`src/hw/rtl/lwfs_pkg.sv`:
```
`timescale 1ns / 1ps
// Shared types, constants and the cosine table of the wall-following steering block.
package lwfs_pkg;

  // Range code for a beam with no return
  localparam logic [15:0] NO_RETURN = 16'hFFFF;

  // Scan geometry in hundredths of a degree
  localparam logic signed [16:0] ANGLE_START = -17'sd10000;
  localparam logic signed [16:0] ANGLE_END   = 17'sd10000;
  localparam logic [13:0] QUARTER_CDEG = 14'd9000;
  localparam logic [14:0] HALF_CDEG    = 15'd18000;
  localparam logic [13:0] ROM_STEP_CDEG = 14'd500;

  // Reciprocal multipliers: x/500 and y/125 without a divider
  localparam logic [13:0] RECIP500_IDX = 14'd8389;      // 2^22 / 500, rounded up
  localparam logic [19:0] RECIP500_Q   = 20'd536870;    // 2^28 / 500, rounded down
  localparam logic [25:0] RECIP125     = 26'd34359739;  // 2^32 / 125, rounded up
  localparam logic [19:0] INTERP_HALF  = 20'd250;
  localparam logic [19:0] INTERP_DIV   = 20'd500;

  // Final scaling: divide by 16384000 = 2^17 * 125, half away from zero
  localparam logic [22:0] ROUND_HALF = 23'd8192000;
  localparam logic [21:0] SAT_LIMIT  = 22'd4096000;    // 32768 * 125
  localparam logic signed [15:0] RATE_MAX = 16'sh7FFF;
  localparam logic signed [15:0] RATE_MIN = 16'sh8000;
  localparam logic signed [31:0] COS_SCALE = 32'sd1000;

  // Configuration register indexes
  localparam logic [2:0] CFG_ANGLE_STEP  = 3'd0;
  localparam logic [2:0] CFG_WALL_REACH  = 3'd1;
  localparam logic [2:0] CFG_SETPOINT    = 3'd2;
  localparam logic [2:0] CFG_STEER_GAIN  = 3'd3;
  localparam logic [2:0] CFG_SPEED       = 3'd4;
  localparam logic [2:0] CFG_SEARCH_RATE = 3'd5;

  typedef enum logic [1:0] {
    SIDE_NONE  = 2'd0,
    SIDE_LEFT  = 2'd1,
    SIDE_RIGHT = 2'd2
  } side_t;

  // Summary of one finished scan, passed from front end to back end
  typedef struct packed {
    logic [15:0]        near_mm;
    logic signed [15:0] angle;
    logic               seen;
    side_t              side;
  } scan_sum_t;

  typedef enum logic [3:0] {
    BK_IDLE,
    BK_COS1,
    BK_COS2,
    BK_COS3,
    BK_COS4,
    BK_TERM,
    BK_PROD,
    BK_MAG,
    BK_RND,
    BK_DIV,
    BK_OUT
  } back_state_t;

  // Q1.14 cosine, one entry every 5 degrees from 0 to 90
  function automatic logic [14:0] cos_rom(input logic [4:0] idx);
    logic [14:0] v;
    case (idx)
      5'd0:  v = 15'd16384;
      5'd1:  v = 15'd16322;
      5'd2:  v = 15'd16135;
      5'd3:  v = 15'd15826;
      5'd4:  v = 15'd15396;
      5'd5:  v = 15'd14849;
      5'd6:  v = 15'd14189;
      5'd7:  v = 15'd13421;
      5'd8:  v = 15'd12551;
      5'd9:  v = 15'd11585;
      5'd10: v = 15'd10531;
      5'd11: v = 15'd9397;
      5'd12: v = 15'd8192;
      5'd13: v = 15'd6924;
      5'd14: v = 15'd5604;
      5'd15: v = 15'd4241;
      5'd16: v = 15'd2845;
      5'd17: v = 15'd1428;
      default: v = 15'd0;
    endcase
    return v;
  endfunction

endpackage

```
`src/hw/rtl/lwfs_front.sv`:
```
`timescale 1ns / 1ps
// Sample front end: tracks beam angle, per-side minima and the side lock, emits scan summaries.
module lwfs_front #(
  parameter int MAX_BEAMS = 1024
) (
  input  logic                clk,
  input  logic                rst_n,
  input  logic                in_valid,
  output logic                in_stall,
  input  logic [15:0]         in_range_mm,
  input  logic                in_last_sample,
  input  logic [14:0]         angle_step_cdeg,
  input  logic [15:0]         wall_reach_mm,
  input  logic                q_full,
  output logic                q_push,
  output lwfs_pkg::scan_sum_t q_wdata
);
  import lwfs_pkg::*;

  localparam int IDX_W = $clog2(MAX_BEAMS + 1);

  logic [IDX_W-1:0]   beam_idx_r, beam_idx_nxt;
  logic signed [16:0] angle_r, angle_nxt;
  logic [15:0]        min_right_r, min_right_nxt;
  logic [15:0]        min_left_r, min_left_nxt;
  logic signed [15:0] ang_right_r, ang_right_nxt;
  logic signed [15:0] ang_left_r, ang_left_nxt;
  side_t              side_r, side_nxt;

  logic               accept;
  logic               in_span;
  logic               take_right, take_left;
  logic               left_wins;
  logic [15:0]        near_mm;
  logic signed [15:0] dist_ang;
  logic               seen;
  side_t              side_new;

  // Stall while the summary queue is full
  assign in_stall = q_full;
  assign accept   = in_valid && !q_full;
  assign in_span  = beam_idx_r < IDX_W'(MAX_BEAMS);

  // Minimum update for the side that the current beam falls on
  assign take_right = accept && in_span && (angle_r <= 17'sd0) &&
                      (in_range_mm < min_right_r) && (side_r != SIDE_LEFT);
  assign take_left  = accept && in_span && (angle_r > 17'sd0) && (angle_r <= ANGLE_END) &&
                      (in_range_mm < min_left_r) && (side_r != SIDE_RIGHT);

  assign min_right_nxt = take_right ? in_range_mm : min_right_r;
  assign ang_right_nxt = take_right ? angle_r[15:0] : ang_right_r;
  assign min_left_nxt  = take_left ? in_range_mm : min_left_r;
  assign ang_left_nxt  = take_left ? angle_r[15:0] : ang_left_r;

  // End-of-scan choice: left wins a tie
  assign left_wins = min_left_nxt <= min_right_nxt;
  assign near_mm   = left_wins ? min_left_nxt : min_right_nxt;
  assign dist_ang  = left_wins ? ang_left_nxt : ang_right_nxt;
  assign seen      = (near_mm != NO_RETURN) && (near_mm <= wall_reach_mm);

  always_comb begin
    side_new = side_r;
    if (seen && side_r == SIDE_NONE) begin
      side_new = left_wins ? SIDE_LEFT : SIDE_RIGHT;
    end
  end

  // Beam counter and angle accumulator; angle holds once past the span
  always_comb begin
    beam_idx_nxt = beam_idx_r;
    angle_nxt    = angle_r;
    side_nxt     = side_r;
    if (accept) begin
      if (in_last_sample) begin
        beam_idx_nxt = '0;
        angle_nxt    = ANGLE_START;
        side_nxt     = side_new;
      end else if (in_span) begin
        beam_idx_nxt = beam_idx_r + IDX_W'(1);
        if (angle_r <= ANGLE_END) begin
          angle_nxt = angle_r + $signed({2'b00, angle_step_cdeg});
        end
      end
    end
  end

  assign q_push          = accept && in_last_sample;
  assign q_wdata.near_mm = near_mm;
  assign q_wdata.angle   = dist_ang;
  assign q_wdata.seen    = seen;
  assign q_wdata.side    = side_new;

  always_ff @(posedge clk) begin
    if (!rst_n) begin
      beam_idx_r  <= '0;
      angle_r     <= ANGLE_START;
      min_right_r <= NO_RETURN;
      min_left_r  <= NO_RETURN;
      ang_right_r <= '0;
      ang_left_r  <= '0;
      side_r      <= SIDE_NONE;
    end else begin
      beam_idx_r <= beam_idx_nxt;
      angle_r    <= angle_nxt;
      side_r     <= side_nxt;
      if (q_push) begin
        min_right_r <= NO_RETURN;
        min_left_r  <= NO_RETURN;
        ang_right_r <= '0;
        ang_left_r  <= '0;
      end else begin
        min_right_r <= min_right_nxt;
        min_left_r  <= min_left_nxt;
        ang_right_r <= ang_right_nxt;
        ang_left_r  <= ang_left_nxt;
      end
    end
  end

endmodule

```
`src/hw/rtl/lwfs_queue.sv`:
```
`timescale 1ns / 1ps
// Two-entry queue of scan summaries between the front end and the back end.
module lwfs_queue (
  input  logic                clk,
  input  logic                rst_n,
  input  logic                push,
  input  lwfs_pkg::scan_sum_t wdata,
  output logic                full,
  input  logic                pop,
  output logic                rd_valid,
  output lwfs_pkg::scan_sum_t rdata
);
  import lwfs_pkg::*;

  localparam int DEPTH = 2;
  localparam int PTR_W = $clog2(DEPTH);
  localparam int CNT_W = $clog2(DEPTH + 1);

  scan_sum_t          entry_r [DEPTH];
  logic [PTR_W-1:0]   wr_ptr_r, rd_ptr_r;
  logic [CNT_W-1:0]   count_r, count_nxt;

  assign full     = count_r == CNT_W'(DEPTH);
  assign rd_valid = count_r != '0;
  assign rdata    = entry_r[rd_ptr_r];

  // Occupancy follows push and pop
  always_comb begin
    count_nxt = count_r;
    if (push && !pop) begin
      count_nxt = count_r + CNT_W'(1);
    end else if (pop && !push) begin
      count_nxt = count_r - CNT_W'(1);
    end
  end

  always_ff @(posedge clk) begin
    if (!rst_n) begin
      wr_ptr_r <= '0;
      rd_ptr_r <= '0;
      count_r  <= '0;
    end else begin
      count_r <= count_nxt;
      if (push) begin
        wr_ptr_r <= wr_ptr_r + PTR_W'(1);
      end
      if (pop) begin
        rd_ptr_r <= rd_ptr_r + PTR_W'(1);
      end
    end
  end

  // Store entry on push
  always_ff @(posedge clk) begin
    if (push) begin
      entry_r[wr_ptr_r] <= wdata;
    end
  end

`ifndef SYNTHESIS
  a_count_bound: assert property (@(posedge clk) disable iff (!rst_n)
    count_r <= CNT_W'(DEPTH))
    else $error("queue occupancy above depth");
  a_no_overflow: assert property (@(posedge clk) disable iff (!rst_n)
    push |-> !full)
    else $error("push into full queue");
  a_no_underflow: assert property (@(posedge clk) disable iff (!rst_n)
    pop |-> rd_valid)
    else $error("pop from empty queue");
  a_count_up: assert property (@(posedge clk) disable iff (!rst_n)
    (push && !pop) |=> count_r == $past(count_r) + CNT_W'(1))
    else $error("queue count did not advance on push");
`endif

endmodule

```
`src/hw/rtl/lwfs_back.sv`:
```
`timescale 1ns / 1ps
// Back end: cosine lookup, steering product, rounding, saturation and the result register.
module lwfs_back (
  input  logic                       clk,
  input  logic                       rst_n,
  input  logic                       q_valid,
  input  lwfs_pkg::scan_sum_t        q_rdata,
  output logic                       q_pop,
  input  logic [15:0]                setpoint_mm,
  input  logic [7:0]                 steer_gain,
  input  logic [11:0]                speed_mm_s,
  input  logic signed [15:0]         search_rate_mrad_s,
  output logic                       out_valid,
  input  logic                       out_stall,
  output logic [11:0]                out_forward_speed_mm_s,
  output logic signed [15:0]         out_turn_rate_mrad_s,
  output logic                       out_wall_seen,
  output logic [1:0]                 out_locked_side
);
  import lwfs_pkg::*;

  back_state_t state_r, state_nxt;

  scan_sum_t          ent_r;
  logic [13:0]        afold_r, afold_nxt;
  logic               cneg_r, cneg_nxt;
  logic               czero_r, czero_nxt;
  logic [27:0]        iprod_r, iprod_nxt;
  logic [19:0]        x_r, x_nxt;
  logic [14:0]        lo_r, lo_nxt;
  logic [10:0]        qest_r, qest_nxt;
  logic signed [15:0] c_r, c_nxt;
  logic [19:0]        gs_r, gs_nxt;
  logic signed [31:0] term_r, term_nxt;
  logic signed [51:0] prod_r, prod_nxt;
  logic               neg_r;
  logic [50:0]        mag_r, mag_nxt;
  logic               sat_r, sat_nxt;
  logic [21:0]        ylo_r, ylo_nxt;
  logic [14:0]        q_r, q_nxt;

  logic               out_valid_r;
  logic [11:0]        out_speed_r;
  logic signed [15:0] out_rate_r, rate_nxt;
  logic               out_seen_r;
  logic [1:0]         out_side_r;

  logic               out_free;
  logic               out_load;

  // Intermediate values of the datapath steps
  logic [15:0]        abs_ang;
  logic [4:0]         idx;
  logic [8:0]         frac;
  logic [14:0]        diff_full;
  logic [10:0]        diff;
  logic [39:0]        qprod;
  logic [19:0]        rem;
  logic [10:0]        qfix;
  logic [14:0]        c_mag;
  logic signed [16:0] err;
  logic [51:0]        rsum;
  logic [34:0]        y;
  logic [47:0]        qdiv;
  logic [15:0]        q_ext;
  logic               neg_fin;

  assign out_free = !out_valid_r || !out_stall;

  // Next state
  always_comb begin
    state_nxt = state_r;
    unique case (state_r)
      BK_IDLE: if (q_valid) state_nxt = q_rdata.seen ? BK_COS1 : BK_OUT;
      BK_COS1: state_nxt = BK_COS2;
      BK_COS2: state_nxt = BK_COS3;
      BK_COS3: state_nxt = BK_COS4;
      BK_COS4: state_nxt = BK_TERM;
      BK_TERM: state_nxt = BK_PROD;
      BK_PROD: state_nxt = BK_MAG;
      BK_MAG:  state_nxt = BK_RND;
      BK_RND:  state_nxt = BK_DIV;
      BK_DIV:  state_nxt = BK_OUT;
      BK_OUT:  if (out_free) state_nxt = BK_IDLE;
      default: state_nxt = BK_IDLE;
    endcase
  end

  // Control outputs
  always_comb begin
    q_pop    = 1'b0;
    out_load = 1'b0;
    unique case (state_r)
      BK_IDLE: q_pop    = q_valid;
      BK_OUT:  out_load = out_free;
      default: begin
        q_pop    = 1'b0;
        out_load = 1'b0;
      end
    endcase
  end

  // Fold the angle into 0..90 degrees and estimate the table index
  always_comb begin
    abs_ang   = ent_r.angle[15] ? 16'(-ent_r.angle) : ent_r.angle;
    cneg_nxt  = abs_ang[13:0] > QUARTER_CDEG;
    afold_nxt = cneg_nxt ? 14'(HALF_CDEG - {1'b0, abs_ang[13:0]}) : abs_ang[13:0];
    czero_nxt = afold_nxt >= QUARTER_CDEG;
    iprod_nxt = {14'd0, afold_nxt} * {14'd0, RECIP500_IDX};
  end

  // Table entries and interpolation numerator
  always_comb begin
    idx       = iprod_r[26:22];
    frac      = 9'(afold_r - 14'({9'd0, idx} * ROM_STEP_CDEG));
    lo_nxt    = cos_rom(idx);
    diff_full = lo_nxt - cos_rom(idx + 5'd1);
    diff      = diff_full[10:0];
    x_nxt     = {9'd0, diff} * {11'd0, frac} + INTERP_HALF;
  end

  // Quotient estimate of the interpolation drop, then one correction step
  always_comb begin
    qprod    = {20'd0, x_r} * {20'd0, RECIP500_Q};
    qest_nxt = qprod[38:28];
    rem      = x_r - 20'({9'd0, qest_r} * INTERP_DIV);
    qfix     = (rem >= INTERP_DIV) ? qest_r + 11'd1 : qest_r;
    c_mag    = lo_r - {4'd0, qfix};
    if (czero_r) begin
      c_nxt = '0;
    end else if (cneg_r) begin
      c_nxt = -$signed({1'b0, c_mag});
    end else begin
      c_nxt = $signed({1'b0, c_mag});
    end
    gs_nxt = {12'd0, steer_gain} * {8'd0, speed_mm_s};
  end

  // Error term, product, magnitude, rounding and the divide by 125
  always_comb begin
    err      = $signed({1'b0, ent_r.near_mm}) - $signed({1'b0, setpoint_mm});
    term_nxt = (c_r * COS_SCALE) - $signed({err[16], err, 14'd0});
    prod_nxt = term_r * $signed({1'b0, gs_r});
    mag_nxt  = prod_r[51] ? 51'(-prod_r) : prod_r[50:0];
    rsum     = {1'b0, mag_r} + {29'd0, ROUND_HALF};
    y        = rsum[51:17];
    sat_nxt  = y >= {13'd0, SAT_LIMIT};
    ylo_nxt  = y[21:0];
    qdiv     = {26'd0, ylo_r} * {22'd0, RECIP125};
    q_nxt    = qdiv[46:32];
  end

  // Signed, saturated turn rate, or the search rate with no wall
  always_comb begin
    q_ext   = {1'b0, q_r};
    neg_fin = neg_r ^ (ent_r.side != SIDE_RIGHT);
    if (!ent_r.seen) begin
      rate_nxt = search_rate_mrad_s;
    end else if (sat_r) begin
      rate_nxt = neg_fin ? RATE_MIN : RATE_MAX;
    end else if (neg_fin) begin
      rate_nxt = -$signed(q_ext);
    end else begin
      rate_nxt = $signed(q_ext);
    end
  end

  always_ff @(posedge clk) begin
    if (!rst_n) begin
      state_r     <= BK_IDLE;
      out_valid_r <= 1'b0;
    end else begin
      state_r <= state_nxt;
      if (out_load) begin
        out_valid_r <= 1'b1;
      end else if (out_valid_r && !out_stall) begin
        out_valid_r <= 1'b0;
      end
    end
  end

  // Datapath registers, one step per state
  always_ff @(posedge clk) begin
    case (state_r)
      BK_IDLE: if (q_valid) ent_r <= q_rdata;
      BK_COS1: begin
        afold_r <= afold_nxt;
        cneg_r  <= cneg_nxt;
        czero_r <= czero_nxt;
        iprod_r <= iprod_nxt;
      end
      BK_COS2: begin
        x_r  <= x_nxt;
        lo_r <= lo_nxt;
      end
      BK_COS3: qest_r <= qest_nxt;
      BK_COS4: begin
        c_r  <= c_nxt;
        gs_r <= gs_nxt;
      end
      BK_TERM: term_r <= term_nxt;
      BK_PROD: prod_r <= prod_nxt;
      BK_MAG: begin
        mag_r <= mag_nxt;
        neg_r <= prod_r[51];
      end
      BK_RND: begin
        sat_r <= sat_nxt;
        ylo_r <= ylo_nxt;
      end
      BK_DIV: q_r <= q_nxt;
      default: ;
    endcase
    if (out_load) begin
      out_speed_r <= speed_mm_s;
      out_rate_r  <= rate_nxt;
      out_seen_r  <= ent_r.seen;
      out_side_r  <= ent_r.side;
    end
  end

  assign out_valid              = out_valid_r;
  assign out_forward_speed_mm_s = out_speed_r;
  assign out_turn_rate_mrad_s   = out_rate_r;
  assign out_wall_seen          = out_seen_r;
  assign out_locked_side        = out_side_r;

endmodule

```
`src/hw/rtl/lidar_wall_follow_steer.sv`:
```
`timescale 1ns / 1ps
// A scan result passes from the scan queue through the back end's idle state, its cosine and
// multiply states (COS1 to DIV) and its output state into the result register; with no wall
// seen the COS1 to DIV states are skipped. Input takes one sample per cycle while the scan queue
// is not full; the back end takes one scan at a time, and the two-entry queue absorbs bursts.
// Reset (synchronous, rst_n low): control and configuration registers take their default values,
// no side is locked, per-scan minima read as no return; no clearing pass follows.
module lidar_wall_follow_steer #(
  parameter int MAX_BEAMS = 1024
) (
  input  logic               clk,
  input  logic               rst_n,
  input  logic               in_valid,
  output logic               in_stall,
  input  logic [15:0]        in_range_mm,
  input  logic               in_last_sample,
  output logic               out_valid,
  input  logic               out_stall,
  output logic [11:0]        out_forward_speed_mm_s,
  output logic signed [15:0] out_turn_rate_mrad_s,
  output logic               out_wall_seen,
  output logic [1:0]         out_locked_side,
  input  logic               cfg_we,
  input  logic [2:0]         cfg_index,
  input  logic [15:0]        cfg_wdata
);
  import lwfs_pkg::*;

  logic [14:0]        angle_step_r;
  logic [15:0]        wall_reach_r;
  logic [15:0]        setpoint_r;
  logic [7:0]         steer_gain_r;
  logic [11:0]        speed_r;
  logic signed [15:0] search_rate_r;

  logic      q_push, q_pop, q_full, q_valid;
  scan_sum_t q_wdata, q_rdata;

  // Configuration registers
  always_ff @(posedge clk) begin
    if (!rst_n) begin
      angle_step_r  <= 15'd100;
      wall_reach_r  <= 16'd30000;
      setpoint_r    <= 16'd1200;
      steer_gain_r  <= 8'd15;
      speed_r       <= 12'd400;
      search_rate_r <= 16'sd100;
    end else if (cfg_we) begin
      unique case (cfg_index)
        CFG_ANGLE_STEP:  angle_step_r  <= cfg_wdata[14:0];
        CFG_WALL_REACH:  wall_reach_r  <= cfg_wdata;
        CFG_SETPOINT:    setpoint_r    <= cfg_wdata;
        CFG_STEER_GAIN:  steer_gain_r  <= cfg_wdata[7:0];
        CFG_SPEED:       speed_r       <= cfg_wdata[11:0];
        CFG_SEARCH_RATE: search_rate_r <= $signed(cfg_wdata);
        default: ;
      endcase
    end
  end

  lwfs_front #(
    .MAX_BEAMS(MAX_BEAMS)
  ) u_front (
    .clk            (clk),
    .rst_n          (rst_n),
    .in_valid       (in_valid),
    .in_stall       (in_stall),
    .in_range_mm    (in_range_mm),
    .in_last_sample (in_last_sample),
    .angle_step_cdeg(angle_step_r),
    .wall_reach_mm  (wall_reach_r),
    .q_full         (q_full),
    .q_push         (q_push),
    .q_wdata        (q_wdata)
  );

  lwfs_queue u_queue (
    .clk     (clk),
    .rst_n   (rst_n),
    .push    (q_push),
    .wdata   (q_wdata),
    .full    (q_full),
    .pop     (q_pop),
    .rd_valid(q_valid),
    .rdata   (q_rdata)
  );

  lwfs_back u_back (
    .clk                   (clk),
    .rst_n                 (rst_n),
    .q_valid               (q_valid),
    .q_rdata               (q_rdata),
    .q_pop                 (q_pop),
    .setpoint_mm           (setpoint_r),
    .steer_gain            (steer_gain_r),
    .speed_mm_s            (speed_r),
    .search_rate_mrad_s    (search_rate_r),
    .out_valid             (out_valid),
    .out_stall             (out_stall),
    .out_forward_speed_mm_s(out_forward_speed_mm_s),
    .out_turn_rate_mrad_s  (out_turn_rate_mrad_s),
    .out_wall_seen         (out_wall_seen),
    .out_locked_side       (out_locked_side)
  );

endmodule
```
`config.mk`:
```
export PLATFORM = sky130hd
export DESIGN_NAME = lidar_wall_follow_steer
export DESIGN_NICKNAME = d
export VERILOG_FILES = /design/src/hw/rtl/lwfs_pkg.sv /design/src/hw/rtl/lwfs_front.sv /design/src/hw/rtl/lwfs_queue.sv /design/src/hw/rtl/lwfs_back.sv /design/src/hw/rtl/lidar_wall_follow_steer.sv
export SDC_FILE = /design/constraint.sdc
export NUM_CORES = 2
export LEC_CHECK = 0
export BUFFER_PORTS_ARGS = -buffer_cell sky130_fd_sc_hd__buf_4
export CORE_MARGIN = 2
export CORE_UTILIZATION = 55
export CTS_CLUSTER_DIAMETER = 200
export DETAILED_ROUTE_END_ITERATION = 6
export PLACE_DENSITY = 0.75
export SLEW_MARGIN = 30
export SYNTH_ARGS = -nofsm -noshare
export SYNTH_HDL_FRONTEND = slang
export SYNTH_HIERARCHICAL = 1
export SYNTH_SLANG_ARGS = --single-unit
```
`constraint.sdc`:
```
create_clock -name clk -period 10.4 [get_ports clk]
set_clock_uncertainty 0.1 [all_clocks]
set_input_delay 1.04 -clock clk [delete_from_list [all_inputs] [get_ports clk]]
set_output_delay 1.04 -clock clk [all_outputs]
set_load 0.05 [all_outputs]
```
# ---- Yosys cells after proc, flatten, opt, wreduce, memory -nomap -nowiden
# Memory sizes are Yosys's and may differ from the RTL's. A register that Yosys moved wholly into a read port is not among the register bits.
# Index checks and enable logic that the tools add are counted.
dict set report word_totals {
  mem_bits_rw 70
  input_bits 41
  memories 3
  rom_bits 960
  regBits 546
}
# memory depth word_bits rd rd_ports_with_merged_regs write_ports line_no
set memory_table {}
lappend memory_table {{(name not given)} 32 15 1 1 0 lwfs_pkg.sv:68} ;# case (idx)
lappend memory_table {{(name not given)} 32 15 1 0 0 lwfs_pkg.sv:68}
lappend memory_table {u_queue.entry_r 2 35 1 1 1 lwfs_queue.sv:19} ;# scan_sum_t entry_r [DEPTH];
dict set report op_classes {
  n_mul 9
  n_reduce_logical 42
  n_lt_le_gt_ge 12
  muxes 37
  n_bitwise 3
  addsub 21
  n_eq_ne 22
}
# operator n
set op_table {}
lappend op_table {{16-bit two-way mux} 10}
lappend op_table {{51-bit by 23-bit adder with 52-bit output, second input constant} 1}
lappend op_table {{32-bit by 21-bit multiplier with 52-bit output} 1}
lappend op_table {{17-bit two-way mux} 3}
lappend op_table {{51-bit two-way mux} 1}
lappend op_table {{51-bit negation} 1}
lappend op_table {{22-bit by 26-bit multiplier with 47-bit output, second input constant} 1}
lappend op_table {{4-bit one-hot mux with 11 select lines} 1}
lappend op_table {{20-bit by 19-bit multiplier with 38-bit output, second input constant} 1}
lappend op_table {{35-bit by 22-bit greater-or-equal comparator with 1-bit output, second input constant} 1}
lappend op_table {{11-bit two-way mux} 3}
lappend op_table {{16-bit less-or-equal comparator} 2}
lappend op_table {{16-bit less-than comparator} 2}
lappend op_table {{15-bit negation with 16-bit output} 2}
lappend op_table {{27-bit by 31-bit subtractor with 32-bit output} 1}
lappend op_table {{14-bit two-way mux} 2}
lappend op_table {{14-bit by 14-bit multiplier with 27-bit output, second input constant} 1}
lappend op_table {{16-bit by 8-bit multiplier with 24-bit output, second input constant} 1}
lappend op_table {{11-bit by 1-bit adder with 11-bit output, second input constant} 2}
lappend op_table {{20-bit by 8-bit adder with 20-bit output, second input constant} 1}
lappend op_table {{20-bit by 9-bit greater-or-equal comparator with 1-bit output, second input constant} 1}
lappend op_table {{11-bit by 9-bit multiplier with 20-bit output} 1}
lappend op_table {{8-bit by 12-bit multiplier with 20-bit output} 1}
lappend op_table {{2-bit AND reduction} 10}
lappend op_table {{47 further kinds} 95}

# ---- Logic depth before layout (Yosys ltp)
dict set report depth {
  ltp_word 15
  ltp_mapped 46
}

# ---- Cells and area by module
# Netlist, hierarchy kept.
# module cells_per_inst area_per_inst_um2 instances
set modules_own_cells {}
lappend modules_own_cells {lwfs_back 6538 63713.6 1}
lappend modules_own_cells {lwfs_front 784 6506.2 1}
lappend modules_own_cells {lidar_wall_follow_steer 306 3189.3 1}
lappend modules_own_cells {lwfs_queue 131 2756.4 1}

# ---- Least setup slack after synthesis
# Ideal clock, no wire load.
dict set report synth_timing {
  kind {reg2reg}
  from {reg u_back.qest_r[0]}
  to {reg u_back.c_r[14] (data pin)}
  setup_time_ns 0.263
  setup_slack_ns 0.637
  synth_period_minus_slack_ns 9.763
  path_stages_with_launch 44
  t_arrival_ns 9.400
  n_path_buf 1
  cell_sequence {edfxtp_1 -> fa_1 -> fa_1 -> inv_1 -> fa_1 -> fa_1 -> inv_1 -> ha_1 -> inv_1 -> o21ai_0 -> a21oi_1 -> o21bai_1 -> a21oi_1 -> o21bai_1 -> a21oi_1 -> o21bai_1 -> a21oi_1 -> o21bai_1 -> [... 8 more ...] -> nor2_1 -> nand2_1 -> a2111o_1 -> a2111o_1 -> clkbuf_1 -> xor2_1 -> ha_1 -> fa_1 -> nor2b_1 -> o21ai_0 -> a21boi_0 -> nor2_1 -> or4_1 -> or3_1 -> or4_1 -> o31a_1 -> o21ai_0 -> o31ai_1}
}
dict set report synth_via {
  elab_chain_cells 7
  elab_cells_between_ends 8
}
# element line_no
set synth_lines {}
lappend synth_lines {{from (decl)} lwfs_back.sv:31} ;# logic [10:0] qest_r, qest_nxt;
lappend synth_lines {{from (signal assigned)} lwfs_back.sv:196} ;# BK_COS3: qest_r <= qest_nxt;
lappend synth_lines {{11-bit by 7-bit multiplier with 18-bit output} lwfs_back.sv:126} ;# rem = x_r - 20'({9'd0, qest_r} * INTERP_DIV);
lappend synth_lines {{20-bit subtractor} lwfs_back.sv:126}
lappend synth_lines {{20-bit by 9-bit greater-or-equal comparator with 1-bit output} lwfs_back.sv:127} ;# qfix = (rem >= INTERP_DIV) ? qest_r + 11'd1 : qest_r;
lappend synth_lines {{11-bit two-way mux *} lwfs_back.sv:127}
lappend synth_lines {{15-bit by 11-bit subtractor with 15-bit output *} lwfs_back.sv:128} ;# c_mag = lo_r - {4'd0, qfix};
lappend synth_lines {{15-bit negation with 16-bit output} lwfs_back.sv:132} ;# c_nxt = -$signed({1'b0, c_mag});
lappend synth_lines {{15-bit two-way mux *} lwfs_back.sv:131} ;# end else if (cneg_r) begin
lappend synth_lines {{to (signal assigned)} lwfs_back.sv:198} ;# c_r <= c_nxt;
lappend synth_lines {{to (decl)} lwfs_back.sv:32} ;# logic signed [15:0] c_r, c_nxt;
# Mark *: on every way between the ends. The rest lies on a longest branch, timed or not.
# A chain may end at the register's enable or synchronous reset.

# ---- Worst setup path in the final report
dict set report layout_timing {
  from {reg u_back.qest_r[2]}
  to {reg u_back.c_r[14] (data pin)}
}
# Same word-level chain as after synthesis.

==> summary.md <==
| Metric | Value |
|---|---|
| Clk_lat worst skew | 0.69 ns |
| Residual DRC | 2 |
| GRT overflow | 0 |
| Clk slew on worst S/H paths | 0.06 ns |
| Initial Util | 55.4% |
| Core area | 137000 um^2 |
| Post-DR wirelength/cell | 18.4 um |
| DR vias/cell | 5.60 |
| Count of pins over their slew limit | 0 |
| Fmax | 102 MHz |
| Top Family by Delay on Critical Path | compound AO/OA/AOI/OAI gates |
| HPWL Detailed | 142000 um |
| Worst Hold Class | flip-flop to flip-flop |
| # port buffers | 73 |
| Synthesis-to-layout area growth | 6.81% |
| Max_cap viols | 0 |
| Cells on Worst Hold Path | 0 |
| Critical Path Start Type | flip-flop |
| Layout cells sized above 1 | 5.34% |
| Hold Crit Endpoint | u_back/lo_r[14] |
| Antenna violations before repair | 2 |
| Final wirelength | 177000 um |
| Final Hold Viols | 0 |
| Post-Layout Cell Count | 9610 |
| Post-Place Cells | 9472 |
| Via count | 53800 |
| Critical path arrival | 10.15 ns |
| Cell area after placement | 78700 um^2 |
| Slew headroom | 27.6% |
| Die X | 376 um |
| Mapped Nets | 9822 |
| Run status | complete, but fails checks |
| Critical path depth | 42 |
| Layout Utilization | 59.1% |
| Final nets | 9832 |
| First-pass GRT wire length | 294000 um |
| Crit-path most repeated cell | fa_1 |
| Die ar. | 141000 um^2 |
| Reg area | 15500 um^2 |
| CTS buffer count | 69 |
| R2R Setup Slk | 0.58 ns |
| Fin area | 81200 um^2 |
| Slew @ Worst Pin | 1.09 ns |
| Max FO, Critical Path | 6 |
| CTS H-Tree Depth | 3 |
| Setup crit end kind | flip-flop |
| Die Span Y | 376 um |
| R2R depth | 42 |
| Mapped Cells | 7749 |
| Failing checks | design-rule violations |
| Pre-CTS setup slack | 0.225 ns |
| Hold path startpoint | u_back/lo_nxt[14] |
| Max Root-Sink Buffers | 3 |
| Tmin final | 9.82 ns |
| Final setup vio count | 0 |
| Layout fillers | 11300 |
| Syn avg cell area | 9.81 um^2 |
| Number of antenna-violating nets in the routed design | 0 |
| Number of DRC markers in iteration 0 | 3496 |
| Warnings, synthesis | 6 |
| WS Path Type | flip-flop to flip-flop |
| Clk sinks | 583 |
| Final worst-path cycle share | 94.4% |
| Vias in the first global route | 57300 |
| Critical path data required time | 10.73 ns |
| Reg-to-Reg Start | u_back/qest_r[2] |
| Mapped cell area | 76000 um^2 |
| Final worst setup slack | 0.583 ns |
| WP buf/inv | 3 |
| I/O pins | 74 |
| Total iterations of the first detailed-routing run | 7 |
| Slowest-stage cell, CP | fa_1 |
| CTS tree | done |
| Area occupied by multi-input gates | 53800 um^2 |
| Gr usage total | 25.9% |
| Slowest cell delay on critical path | 0.56 ns |
| Reg-to-Reg End | u_back/c_r[14] |
| Rows | 136 |
| Clk root buf | clkbuf_16 |
| # hold bufs at CTS | 0 |
| Largest net degree at the start of global routing | 98 |
| GP Congestion | 0.920 |
cell type report:
class / instances / area share, %
multi-input combinational: 5365 / 66.2
sequential: 583 / 19.1
inverter: 1552 / 7.17
tap: 1794 / 2.76
clock buffer: 82 / 2.21
timing repair buffer: 188 / 1.85
clock inverter: 45 / 0.663
antenna: 1 / 0.00308
how the worst max path moves through the flow:
stage,from,endpoint
after global routing,u_back/qest_r[2],u_back/c_r[14]
after detailed placement,u_back/qest_r[0],u_back/c_r[15]
after floorplan,u_back/qest_r[0],u_back/c_r[14]
after CTS,u_back/qest_r[0],u_back/c_r[15]
final,u_back/qest_r[2],u_back/c_r[14]
after global placement,u_back/qest_r[0],u_back/c_r[14]
placed cells by master (no fill, tap or decap), types with 42 or more instances in the layout:
| cell type | count |
|---|---|
| fa_1 | 1067 |
| dfxtp_1 | 200 |
| o21bai_1 | 45 |
| xnor2_1 | 229 |
| nand2_1 | 755 |
| nor3_1 | 76 |
| nor2b_1 | 96 |
| nand2b_1 | 59 |
| clkbuf_16 | 69 |
| ha_1 | 963 |
| and2_1 | 339 |
| xor2_1 | 97 |
| edfxtp_1 | 383 |
| a21oi_1 | 254 |
| a21o_1 | 94 |
| nand3_1 | 71 |
| o21ai_0 | 185 |
| buf_4 | 172 |
| nor2_1 | 264 |
| mux2_2 | 42 |
| mux2i_1 | 157 |
| or3_1 | 50 |
| inv_1 | 1550 |
flip-flops by register name (all words and copies together), names as in the netlist, 17 cells and up, named ones only:
register	flops
u_back/gs_r	20
u_back/x_r	20
u_queue/entry_r	68
u_front/angle_r	17
u_back/mag_r	35
u_back/ent_r	34
u_back/ylo_r	22
u_back/prod_r	49
u_back/term_r	29
through the flow:
step | TNS [ns] | hold WS (ns)
6_report | 0 | 0.287
5_1_grt | -0.000762 | 0.298
3_3_place_gp | 0 | 0.290
2_1_floorplan | 0 | 0.286
4_1_cts | 0 | 0.281
3_5_place_dp | 0 | 0.289
worst reg2reg max path: cells and delay by family, from the launching register on:
kind | cells | cell delay [ns]
compound gates | 20 | 3.35
xor+xnor | 3 | 0.49
fa+ha+maj | 8 | 3.20
buf+inv | 3 | 0.16
flops | 1 | 0.42
simple gates | 8 | 1.84
routing by layer:
layer,share of wire (%),GRT usage [%]
met5,0,0
met4,2.7,7.57
met3,6.4,3.77
met2,48,43.9
met1,43,34.4
repair_timing:
action | 4_1_cts | 5_1_grt
endpoints found under the setup margin | 0 | 7
resized for setup | 0 | 26
buffers inserted | 0 | 2
Power is not shown: default switching activity piles up to over one toggle a cycle in this logic, so the estimate is an artifact.
